$ cat config.mk
export PLATFORM = sky130hd
export DESIGN_NAME = swd_host_transaction_engine_top
export DESIGN_NICKNAME = d
export VERILOG_FILES = /design/src/rtl/core/swdh_pkg.sv /design/src/rtl/core/swdh_step.sv /design/src/rtl/core/swd_host_transaction_engine_top.sv
export SDC_FILE = /design/constraint.sdc
export NUM_CORES = 1
export LEC_CHECK = 0
export BUFFER_PORTS_ARGS = -buffer_cell sky130_fd_sc_hd__clkbuf_2
export CAP_MARGIN = 20
export CORE_MARGIN = 5
export CORE_UTILIZATION = 58
export DETAILED_ROUTE_END_ITERATION = 8
export PLACE_DENSITY = 0.81
export SYNTH_ARGS = -nofsm -noshare
export SYNTH_HDL_FRONTEND = slang
export SYNTH_HIERARCHICAL = 1
export SYNTH_SLANG_ARGS = --single-unit
$ cat constraint.sdc
create_clock -name clk -period 3 [get_ports clk]
set_input_delay 0.3 -clock clk [delete_from_list [all_inputs] [get_ports clk]]
set_output_delay 0.3 -clock clk [all_outputs]
set_load 0.02 [all_outputs]
$ cat src/rtl/core/swdh_pkg.sv
// ----------------------------------------------------------------------------
// swdh_pkg: shared types and constants for the SWD host transaction engine
// Phase codes, ACK codes, status codes and the state/result records.
// ----------------------------------------------------------------------------
package swdh_pkg;

	typedef enum logic [2:0] {
		PH_IDLE  = 3'd0,
		PH_REQ   = 3'd1,
		PH_TRN   = 3'd2,
		PH_ACK   = 3'd3,
		PH_RDATA = 3'd4,
		PH_WTRN  = 3'd5,
		PH_WDATA = 3'd6,
		PH_TRAIL = 3'd7
	} swdh_phase_t;

	typedef enum logic [1:0] {
		ST_OK     = 2'd0,
		ST_FAULT  = 2'd1,
		ST_PROTO  = 2'd2,
		ST_PARITY = 2'd3
	} swdh_status_t;

	// ACK as assembled: first sampled bit lands in bit 2
	localparam logic [2:0] ACK_OK    = 3'b100;
	localparam logic [2:0] ACK_WAIT  = 3'b010;
	localparam logic [2:0] ACK_FAULT = 3'b001;

	localparam logic [5:0] DATA_BITS  = 6'd32;
	localparam logic [5:0] REQ_BITS   = 6'd8;
	localparam logic [5:0] ACK_BITS   = 6'd3;
	localparam logic [5:0] TRAIL_BITS = 6'd2;

	// Request byte fixed bits: start (bit 7) and park (bit 0)
	localparam logic [7:0] REQ_FRAME  = 8'h81;

	typedef struct packed {
		swdh_phase_t phase;
		logic [5:0]  bit_count;
		logic [7:0]  request_byte;
		logic [31:0] data_shift;
		logic [2:0]  ack_bits;
		logic        parity_acc;
		logic        is_read;
	} swdh_state_t;

	typedef struct packed {
		logic         line_out;
		logic         line_drive;
		logic         busy_res;
		logic         done_res;
		swdh_status_t status;
		logic [31:0]  read_data;
	} swdh_result_t;

endpackage

$ cat src/rtl/core/swdh_step.sv
// ----------------------------------------------------------------------------
// swdh_step: one SWD bit step
// Next state and result word for one start or tick word, purely combinational.
// ----------------------------------------------------------------------------
module swdh_step
	import swdh_pkg::*;
(
	input  swdh_state_t  cur,
	input  logic         kind,
	input  logic         ap_sel,
	input  logic         read_op,
	input  logic [1:0]   reg_addr,
	input  logic [31:0]  write_data,
	input  logic         line_in,
	output swdh_state_t  nxt,
	output swdh_result_t res
);

	logic [5:0] cnt_inc;
	logic [2:0] ack_new;
	logic       req_par;

	assign cnt_inc = cur.bit_count + 6'd1;
	assign ack_new = {cur.ack_bits[1:0], line_in};
	assign req_par = ap_sel ^ read_op ^ reg_addr[0] ^ reg_addr[1];

	always_comb begin
		nxt            = cur;
		res.line_out   = 1'b0;
		res.line_drive = 1'b0;
		res.done_res   = 1'b0;
		res.status     = ST_OK;
		res.read_data  = '0;
		if (!kind) begin
			nxt.request_byte = REQ_FRAME | {1'b0, ap_sel, read_op, reg_addr[0],
				reg_addr[1], req_par, 2'b00};
			nxt.is_read    = read_op;
			nxt.data_shift = write_data;
			nxt.bit_count  = '0;
			nxt.ack_bits   = '0;
			nxt.parity_acc = 1'b0;
			nxt.phase      = PH_REQ;
		end else begin
			case (cur.phase)
				PH_IDLE: begin
				end
				PH_REQ: begin
					res.line_drive = 1'b1;
					res.line_out   = cur.request_byte[3'd7 - cur.bit_count[2:0]];
					nxt.bit_count  = cnt_inc;
					if (cnt_inc >= REQ_BITS) begin
						nxt.bit_count = '0;
						nxt.phase     = PH_TRN;
					end
				end
				PH_TRN: begin
					nxt.bit_count = '0;
					nxt.ack_bits  = '0;
					nxt.phase     = PH_ACK;
				end
				PH_ACK: begin
					nxt.ack_bits  = ack_new;
					nxt.bit_count = cnt_inc;
					if (cnt_inc >= ACK_BITS) begin
						nxt.bit_count  = '0;
						nxt.parity_acc = 1'b0;
						if (ack_new == ACK_OK) begin
							if (cur.is_read) begin
								nxt.data_shift = '0;
								nxt.phase      = PH_RDATA;
							end else begin
								nxt.phase = PH_WTRN;
							end
						end else if (ack_new == ACK_WAIT) begin
							nxt.phase = PH_REQ;
						end else begin
							res.done_res = 1'b1;
							res.status   = (ack_new == ACK_FAULT) ? ST_FAULT : ST_PROTO;
							nxt.phase    = PH_IDLE;
						end
					end
				end
				PH_RDATA: begin
					nxt.parity_acc = cur.parity_acc ^ line_in;
					if (cur.bit_count < DATA_BITS) begin
						nxt.data_shift = {line_in, cur.data_shift[31:1]};
						nxt.bit_count  = cnt_inc;
					end else begin
						nxt.bit_count = '0;
						nxt.phase     = PH_TRAIL;
					end
				end
				PH_WTRN: begin
					nxt.bit_count  = '0;
					nxt.parity_acc = 1'b0;
					nxt.phase      = PH_WDATA;
				end
				PH_WDATA: begin
					res.line_drive = 1'b1;
					if (cur.bit_count < DATA_BITS) begin
						res.line_out   = cur.data_shift[0];
						nxt.parity_acc = cur.parity_acc ^ cur.data_shift[0];
						nxt.data_shift = {1'b0, cur.data_shift[31:1]};
						nxt.bit_count  = cnt_inc;
					end else begin
						res.line_out   = cur.parity_acc;
						nxt.parity_acc = 1'b0;
						nxt.bit_count  = '0;
						nxt.phase      = PH_TRAIL;
					end
				end
				PH_TRAIL: begin
					res.line_drive = ~cur.is_read;
					nxt.bit_count  = cnt_inc;
					if (cnt_inc >= TRAIL_BITS) begin
						res.done_res = 1'b1;
						if (cur.is_read) begin
							if (cur.parity_acc) res.status    = ST_PARITY;
							else                res.read_data = cur.data_shift;
						end
						nxt.bit_count = '0;
						nxt.phase     = PH_IDLE;
					end
				end
				default: begin
					nxt.phase = PH_IDLE;
				end
			endcase
		end
		res.busy_res = (nxt.phase != PH_IDLE);
	end

endmodule

$ cat src/rtl/core/swd_host_transaction_engine_top.sv
// ----------------------------------------------------------------------------
// swd_host_transaction_engine_top: SWD host transaction engine
// Start words latch a request; each tick word advances the SWD bit sequence
// by one SWCLK period and returns one result word (line level, drive enable,
// busy/done, status and read data).
//
//   channel | handshake           | payload
//   --------+---------------------+-----------------------------------------
//   input   | in_valid / in_ready | kind ap_sel read_op reg_addr write_data
//           |                     | line_in
//   output  | out_valid/out_ready | line_out line_drive busy_res done_res
//           |                     | status read_data
//
// - One word in, one word out; a new input word is taken every clock cycle
//   while the output is not stalled. The bit step runs combinationally from
//   the accepted word and the current state straight into the state registers
//   and the result register. in_ready is high whenever the result register is
//   empty or is being drained in the same cycle, so a stalled output stalls the input only.
// - arst_n clears the state (phase idle, counters and shifters zero) and
//   empties the result register.
// ----------------------------------------------------------------------------
module swd_host_transaction_engine_top
	import swdh_pkg::*;
(
	input  logic        clk,
	input  logic        arst_n,
	// input channel
	input  logic        in_valid,
	output logic        in_ready,
	input  logic        kind,
	input  logic        ap_sel,
	input  logic        read_op,
	input  logic [1:0]  reg_addr,
	input  logic [31:0] write_data,
	input  logic        line_in,
	// output channel
	output logic        out_valid,
	input  logic        out_ready,
	output logic        line_out,
	output logic        line_drive,
	output logic        busy_res,
	output logic        done_res,
	output logic [1:0]  status,
	output logic [31:0] read_data
);

	swdh_state_t  state_q;
	swdh_state_t  state_nxt;
	swdh_result_t res_nxt;
	swdh_result_t res_q;
	logic         out_valid_q;
	logic         accept;

	// output slot frees up in the same cycle it is drained
	assign in_ready = ~out_valid_q | out_ready;
	assign accept   = in_valid & in_ready;

	swdh_step u_step (
		.cur        (state_q),
		.kind       (kind),
		.ap_sel     (ap_sel),
		.read_op    (read_op),
		.reg_addr   (reg_addr),
		.write_data (write_data),
		.line_in    (line_in),
		.nxt        (state_nxt),
		.res        (res_nxt)
	);

	// transaction state: advances only on an accepted word
	always_ff @(posedge clk or negedge arst_n) begin
		if (!arst_n) begin
			state_q <= '{phase: PH_IDLE, default: '0};
		end else if (accept) begin
			state_q <= state_nxt;
		end
	end

	always_ff @(posedge clk or negedge arst_n) begin
		if (!arst_n) begin
			out_valid_q <= 1'b0;
		end else if (in_ready) begin
			out_valid_q <= in_valid;
		end
	end

	// result payload, no reset needed
	always_ff @(posedge clk) begin
		if (accept) begin
			res_q <= res_nxt;
		end
	end

	assign out_valid  = out_valid_q;
	assign line_out   = res_q.line_out;
	assign line_drive = res_q.line_drive;
	assign busy_res   = res_q.busy_res;
	assign done_res   = res_q.done_res;
	assign status     = res_q.status;
	assign read_data  = res_q.read_data;

endmodule
* After elaboration in Yosys (flattened, before gate mapping)
Cells that the tools add are included.
** Word-level totals
- Flip-flop bits (word level) :: 91
- Bits in latches :: 0
- RAM bits :: 0
- Bits in read-only memories :: 0
- Bits of input ports :: 42
- Memories :: 0
** Operators by class
- Add/sub/neg operators :: 2
- Multipliers :: 0
- Divide/modulo/power cells :: 0
- Magnitude comparators :: 5
- Eq/ne operators :: 19
- Shift-type cells :: 0
- Mux-type cells :: 35
- Bitwise gates (word level) :: 12
- Reduce and logical (&&, ||, !) cells :: 9
** Operators by type and width (number)
- $mux 32 :: 6
- $pmux 32 s3 :: 1
- $pmux 9 s6 :: 1
- $mux 36 :: 1
- $mux 9 :: 4
- $mux 35 :: 1
- $mux 34 :: 1
- $eq 3x3->1 const B :: 5
- $mux 3 :: 5
- $ge 6x2->1 const B :: 2
- $ne 3x2->1 const B :: 4
- $pmux 3 s2 :: 2
- $eq 3x2->1 const B :: 3
- $ne 7x2->1 const B :: 1
- $reduce_and 7->1 :: 1
- $add 6x1->6 const B :: 1
- $eq 3x1->1 const B :: 2
- $ge 6x4->1 const B :: 1
- $lt 6x6->1 const B :: 1
- $mux 1 :: 6
- $mux 6 :: 1
- $reduce_and 2->1 :: 3
- $ne 5x1->1 const B :: 1
- $not 1->1 :: 5
- 16 further kinds :: 23

* Logic depth before layout (Yosys ltp)
Gate-level depths: netlist of the first run.
- Depth in word-level cells :: 7
- Gate-level depth with buffers :: 11
- Gate-level depth less buffers :: 11

* Hierarchy
Netlist of the first run, hierarchy kept.
** By module, submodules not included
- swd_host_transaction_engine_top :: times used 1, cells each 156, area each 3400.8 um^2, sequential area each 2517.4 um^2
- swdh_step :: times used 1, cells each 332, area each 2080.7 um^2, sequential area each 0.0 um^2

* Worst setup path after synthesis of the first run
Ideal clock, no wire load.
- Kind :: reg2reg
- Start :: register state_q[45] in the netlist's numbering
- End :: register state_q[48] in the netlist's numbering
- Arrival :: 2432 ps
- Data required time :: 2875 ps
- Path slack :: 443 ps
- Stages on the path, launching flop included :: 12
- Buffers on the path :: 0
- Period minus slack after synthesis :: 2557 ps
- Cell sequence :: dfrtp_1 -> and3_2 -> and3_1 -> ha_1 -> inv_1 -> nor2_1 -> o2bb2ai_2 -> a211oi_4 -> a21o_1 -> nor3_2 -> and4bb_2 -> mux2_4
** RTL lines
- from (decl) :: RTL line swd_host_transaction_engine_top.sv:47 : swdh_state_t state_q;
- from (signal assigned) :: RTL line swd_host_transaction_engine_top.sv:75 : state_q <= state_nxt;

==> results of run 1 <==
[worst max-delay path, stage by stage, from the launching register on]
cell and delay (ns):
dfrtp_1 0.46, and3_2 0.22, and3_1 0.21, ha_1 0.35, inv_1 0.07, nor2_1 0.16, o2bb2ai_2 0.16, a211oi_4 0.08
buf_4 0.16, a21o_1 0.19, nor3_2 0.23, and4bb_2 0.27, mux2_4 0.26
[worst max-delay path by stage]
stage / startpoint / to / slack, ns / cells after the start
5_1_grt: state_q[46]$_DFFE_PN0P_ / state_q[46]$_DFFE_PN0P_ / 0.02 / 11
2_1_floorplan: state_q[45]$_DFFE_PN0P_ / state_q[48]$_DFFE_PN0P_ / 0.44 / 11
4_1_cts: state_q[46]$_DFFE_PN0P_ / state_q[46]$_DFFE_PN0P_ / 0.11 / 11
3_5_place_dp: state_q[46]$_DFFE_PN0P_ / read_data[17]$_DFFE_PP_ / -0.15 / 10
3_3_place_gp: state_q[46]$_DFFE_PN0P_ / read_data[18]$_DFFE_PP_ / -0.003 / 10
6_report: state_q[46]$_DFFE_PN0P_ / state_q[48]$_DFFE_PN0P_ / 0.07 / 12
[power groups by stage]
stage	clock, mW	sequential (mW)	combinational [mW]
floorplan	0	1.69	0.789
global placement	0	1.69	1.04
detailed placement	0	1.71	1.08
CTS	0.969	1.68	1.10
global route	1.02	1.71	1.19
finish	0.952	1.68	1.12
[metal layers]
metal / vias up / global-route usage [%]
met5: - / 0
met4: 0 / 8.402
met3: 28 / 3.371
met2: 142 / 36.47
met1: 1950 / 26.66
li1: 1871 / -
[state kept, by name (all words and copies together) (netlist names)]
register and cells:
busy_res 1, line_out 1, read_data 32, state_q 53
line_drive 1, done_res 1, status 2, out_valid 1
[cell type report]
cell class	instances	area (um2)
clock buffer	10	127.6
clock inverter	6	96.34
fill	689	2977
inverter	10	37.54
multi-input combinational	351	2729
sequential	92	2492
tap	111	138.9
timing repair buffer	103	598.1
[timing repair]
action / in CTS / in global routing
endpoints found under the hold margin: 0 / 41
pin swaps: 1 / 0
setup endpoints to repair: 31 / 23
hold buffers: 0 / 1
gates cloned: 1 / 0
gates resized for setup: 1 / 2
[placed cells by master (no fill, tap or decap), types with 2 or more instances in the layout]
master,n
clkbuf_2,81
dfrtp_1,54
mux2_4,49
nand2_1,47
nor2_1,41
edfxtp_1,38
a21oi_1,37
a21o_1,31
and2_4,30
buf_4,19
o21ai_0,12
inv_1,10
clkbuf_8,9
nand3_1,9
nand2b_1,8
and2_1,8
mux2_2,7
a21boi_0,5
ha_1,5
or3_1,4
xnor2_1,4
and3_1,3
nor3_1,3
mux2i_1,3
o22ai_1,3
o211ai_1,3
nand2b_4,2
bufinv_16,2
nor3_4,2
buf_12,2
xor2_1,2
nand3b_1,2
a22oi_1,2
==> results.yml, run 1 <==
status:
  status: "finished, final reports clean"
power:
  netSwitchingFraction_pct: 31.64
  seqPwrFrac_pct: 44.8
  pwr-share-clk_pct: 25.4
  p_comb_share_pct: 29.8
  powerDensity_mw_per_mm2: 603.9
  p_switching_mw: 1.188
  leakage_nw: 2.858
  p_int_mw: 2.568
  p_total_mw: 3.756
  ir_worst_vdd_mv: 0.3846
place:
  place_area_mm2: 0.005939
  dp.cells: 664
  routabilityCongestion: 0.9313
  hpwl_mm: 8.026
  dp_slack_ns: -0.1485
  numPortBuffers: 81
finish:
  num_antenna_cells: 0
  area_growth_pct: 14.57
  instances_no_fill: 683
  post-route-util_pct: 67.63
  final_cell_area_mm2: 0.006220
  fin_nets: 614
  drive_above_1_share_pct: 39.16
clocking:
  clock-root-buffer: "clkbuf_8"
  cts.sinks: 92
  cts_setup_buffers: 0
  cts_buffer_depth: 2
  cts_buffers: 9
  tritoncts: "built"
  path_clk_slew_ns: 0.10
  insertion_delay_ns: 0.37
  htree_levels: 3
global_routing:
  globalRouteTotalUtil_pct: 21.16
  antenna_found_initial: 0
  grt_pass1_wl_mm: 19.18
  grt_pass1_vias: 3927
  grt_overflow: 0
  grt_max_degree: 59
worst_hold_path:
  worstHoldPathCells: 2
  min_to: "out_valid$_DFFE_PN0P_"
  hold_start: "in_valid"
  hp-class: "input pin to register"
critical_path:
  ff2ff_path_depth: 12
  startpoint_type: "register"
  crit_fanout: 6
  cp-end-kind: "register"
  path_class: "register to register"
  crit_required_ns: 3.26
  worst_r2r_startpoint: "state_q[46]$_DFFE_PN0P_"
  rr_endpoint: "state_q[48]$_DFFE_PN0P_"
  arrival_ns: 3.19
  r2r_slack_ns: 0.07
sta:
  setup_slack_ns: 0.06585
  fmax_mhz: 340.8
  period_needed_ns: 2.934
  fin_hold_ws_ns: 0.1780
  slew_viol_final: 0
  fin_setup_tns_ns: 0
  relSlewSlack_pct: 52.74
  finClkSkew_ns: 0.01604
  finalSetupViolations: 0
  hold_violations: 0
  period_share_pct: 97.80
  tightestPinTransition_ns: 0.7066
  rsz0062_at_grt: "no"
synthesis:
  avgSynthCellArea_um2: 11.24
  synth_nets: 530
  synth_warnings: 6
  synth_area_mm2: 0.005429
  synth_cells: 483
floorplanning:
  fp.dieW_um: 106.8
  initial_core_util_pct: 59.03
  io_pins: 82
  die_h_um: 106.8
  rows: 35
  dieArea_mm2: 0.01140
  core_region_area_mm2: 0.009196
job:
  max-cap-violations: 0
routing:
  wl_met3_um: 654
  drtPass1Iterations: 5
  ant_nets: 0
  vias: 3991
  post_drt_wl_per_cell_um: 17.19
  drc: 0
  viasPerCell: 5.843
  first_iter_violations: 267
  met2WireLength_mm: 5.930
  top_layer_used: "met4"
  drt_wl_total_mm: 11.74
  wl_met1_mm: 4.886
No activity file was read; power rests on OpenSTA's default activity.
==> run 2, diff against run 1 <==
- CORE_UTILIZATION: 58 -> 62
- PLACE_DENSITY: 0.81 -> 0.86
- clock period: 3 -> 3.4 ns (I/O delays scaled with it)
==> run 2 against run 1 <==
Against the previous run:
- fmax is 1.9% lower
- highest routed layer unchanged
- count of clock-buffer cells in the layout is 1 lower
- sequential cell count stayed put
- critical path type unchanged
- critical endpoint is now state_q[46]$_DFFE_PN0P_
- largest power group unchanged
- largest cell class unchanged
==> results.yml, run 2 (synthesis gave the netlist of run 1 again) <==
status:
  status: "finished, final reports clean"
power:
  p_int_mw: 2.154
  seqPwrFrac_pct: 47.5
  netSwitchingFraction_pct: 32.29
  leakage_nw: 2.797
  ir_worst_vdd_mv: 0.3255
  p_comb_share_pct: 27.8
  pwr-share-clk_pct: 24.7
  powerDensity_mw_per_mm2: 521.0
  p_switching_mw: 1.027
global_routing:
  grt_pass1_wl_mm: 19.24
  grt_overflow: 0
  grt_max_degree: 52
  antenna_found_initial: 0
  globalRouteTotalUtil_pct: 21.17
  grt_pass1_vias: 3983
sta:
  fin_setup_tns_ns: 0
  period_needed_ns: 2.990
  period_share_pct: 87.95
  tightestPinTransition_ns: 0.6807
  rsz0062_at_grt: "no"
  finClkSkew_ns: 0.01331
  fmax_mhz: 334.4
  slew_viol_final: 0
  relSlewSlack_pct: 54.27
  finalSetupViolations: 0
  hold_violations: 0
routing:
  drc: 0
  drt_wl_total_mm: 11.35
  ant_nets: 0
  vias: 3812
  viasPerCell: 5.715
  first_iter_violations: 273
  post_drt_wl_per_cell_um: 17.01
  drtPass1Iterations: 4
place:
  numPortBuffers: 81
  place_area_mm2: 0.005846
  hpwl_mm: 7.860
  routabilityCongestion: 0.9218
floorplanning:
  rows: 34
  io_pins: 82
  initial_core_util_pct: 62.87
  core_region_area_mm2: 0.008636
  dieArea_mm2: 0.01073
  fp.dieW_um: 103.6
  die_h_um: 103.6
clocking:
  cts_buffer_depth: 2
  insertion_delay_ns: 0.36
  cts_buffers: 9
  htree_levels: 3
  clock-root-buffer: "clkbuf_8"
  tritoncts: "built"
  cts.sinks: 92
  path_clk_slew_ns: 0.10
job:
  max-cap-violations: 0
finish:
  num_antenna_cells: 0
  final_cell_area_mm2: 0.006105
  drive_above_1_share_pct: 37.75
  layout_commonest_cell: "clkbuf_2"
  fill_cells: 639
  largest_reg_flops: 53
  area_growth_pct: 12.45
  layout_common_cells: "clkbuf_2, dfrtp_1, mux2_4"
  fin_nets: 601
  regMostFlops: "state_q"
critical_path:
  cp-end-kind: "register"
  startpoint_type: "register"
  crit_required_ns: 3.65
  arrival_ns: 3.24
  crit_fanout: 9
  path_class: "register to register"
worst_hold_path:
  hp-class: "input pin to register"
## run 2: cell count changes in the layout (fill, tap and decap cells not counted)
cell,change
buf_12,-1
buf_4,-12
buf_16,+1
bufinv_16,-1
clkinv_8,+1
nor3_4,-1
a211oi_2,-1
inv_6,+2
clkinvlp_4,-1
a211oi_1,+1
clkbuf_1,-1
## run 2: routing by layer
metal	up-vias	share of wire [%]	track usage [%]	routed length, um
met4	0	1.6	7.685	183
met3	18	5.9	4.851	668
met1	1838	43	27.54	4882
li1	1841	-	-	-
met5	-	0	0	0
met2	115	49	34.65	5613
## run 2: final timing paths
| kind | startpoint | end | slack (ns) | cells after the start |
|---|---|---|---|---|
| worst max-delay path | state_q[45]$_DFFE_PN0P_ | state_q[46]$_DFFE_PN0P_ | 0.41 | 10 |
| worst min-delay path | in_valid | out_valid$_DFFE_PN0P_ | 0.22 | 2 |
| worst max register to register | state_q[45]$_DFFE_PN0P_ | state_q[46]$_DFFE_PN0P_ | 0.41 | 10 |
| worst min register to register | state_q[38]$_DFFE_PN0P_ | state_q[38]$_DFFE_PN0P_ | 0.54 | 1 |
| max in group asynchronous | arst_n | state_q[22]$_DFFE_PN0P_ | 2.08 | 3 |
| min in group asynchronous | arst_n | state_q[44]$_DFFE_PN0P_ | 0.48 | 2 |
## run 2: final cells by class
| class | count | area [um2] | share of cell area, % |
|---|---|---|---|
| timing repair buffer | 91 | 515.5 | 8.444 |
| sequential | 92 | 2492 | 40.83 |
| clock inverter | 7 | 92.59 | 1.517 |
| inverter | 10 | 37.54 | 0.6149 |
| tap | 108 | 135.1 | 2.214 |
| multi-input combinational | 350 | 2708 | 44.35 |
| clock buffer | 9 | 123.9 | 2.029 |
## run 2: power by group through the flow
stage	Sequential [mW]	Clock (mW)	Combinational (mW)
CTS	1.51	0.804	0.880
global placement	1.51	0	0.837
floorplan	1.49	0	0.696
detailed placement	1.53	0	0.874
global route	1.54	0.851	0.955
finish	1.51	0.787	0.883
## run 2: timing repair
| item | 4_1_cts | 5_1_grt |
|---|---|---|
| setup buffers | 0 | 0 |
| hold endpoints to repair | 18 | 0 |
| setup endpoints to repair | 0 | 6 |
| gates resized for setup | 0 | 1 |
| hold buffers | 1 | 0 |
## run 2: stage by stage
| step | worst slack [ns] | std cells | power [mW] | util, % | hold WS [ns] |
|---|---|---|---|---|---|
| final | 0.4096 | 667 | 3.181 | 70.69 | 0.2244 |
| after global routing | 0.1845 | 667 | 3.345 | 70.69 | 0.2249 |
| after CTS | 0.09378 | 666 | 3.192 | 70.31 | 0.2171 |
| after detailed placement | 0.1090 | 649 | 2.404 | 67.69 | 0.3347 |
| after global placement | 0.2493 | 649 | 2.349 | 67.69 | 0.3263 |
| after floorplan | 0.8429 | 483 | 2.188 | - | 0.04441 |
## run 2: worst max-delay path: stages (launching register included)
cell	delay, ns
dfrtp_1	0.49
and3_2	0.29
and3_1	0.21
ha_1	0.33
inv_1	0.09
o211ai_1	0.29
o22ai_1	0.19
a211oi_1	0.41
o21ai_0	0.14
and2_1	0.17
mux2_4	0.27
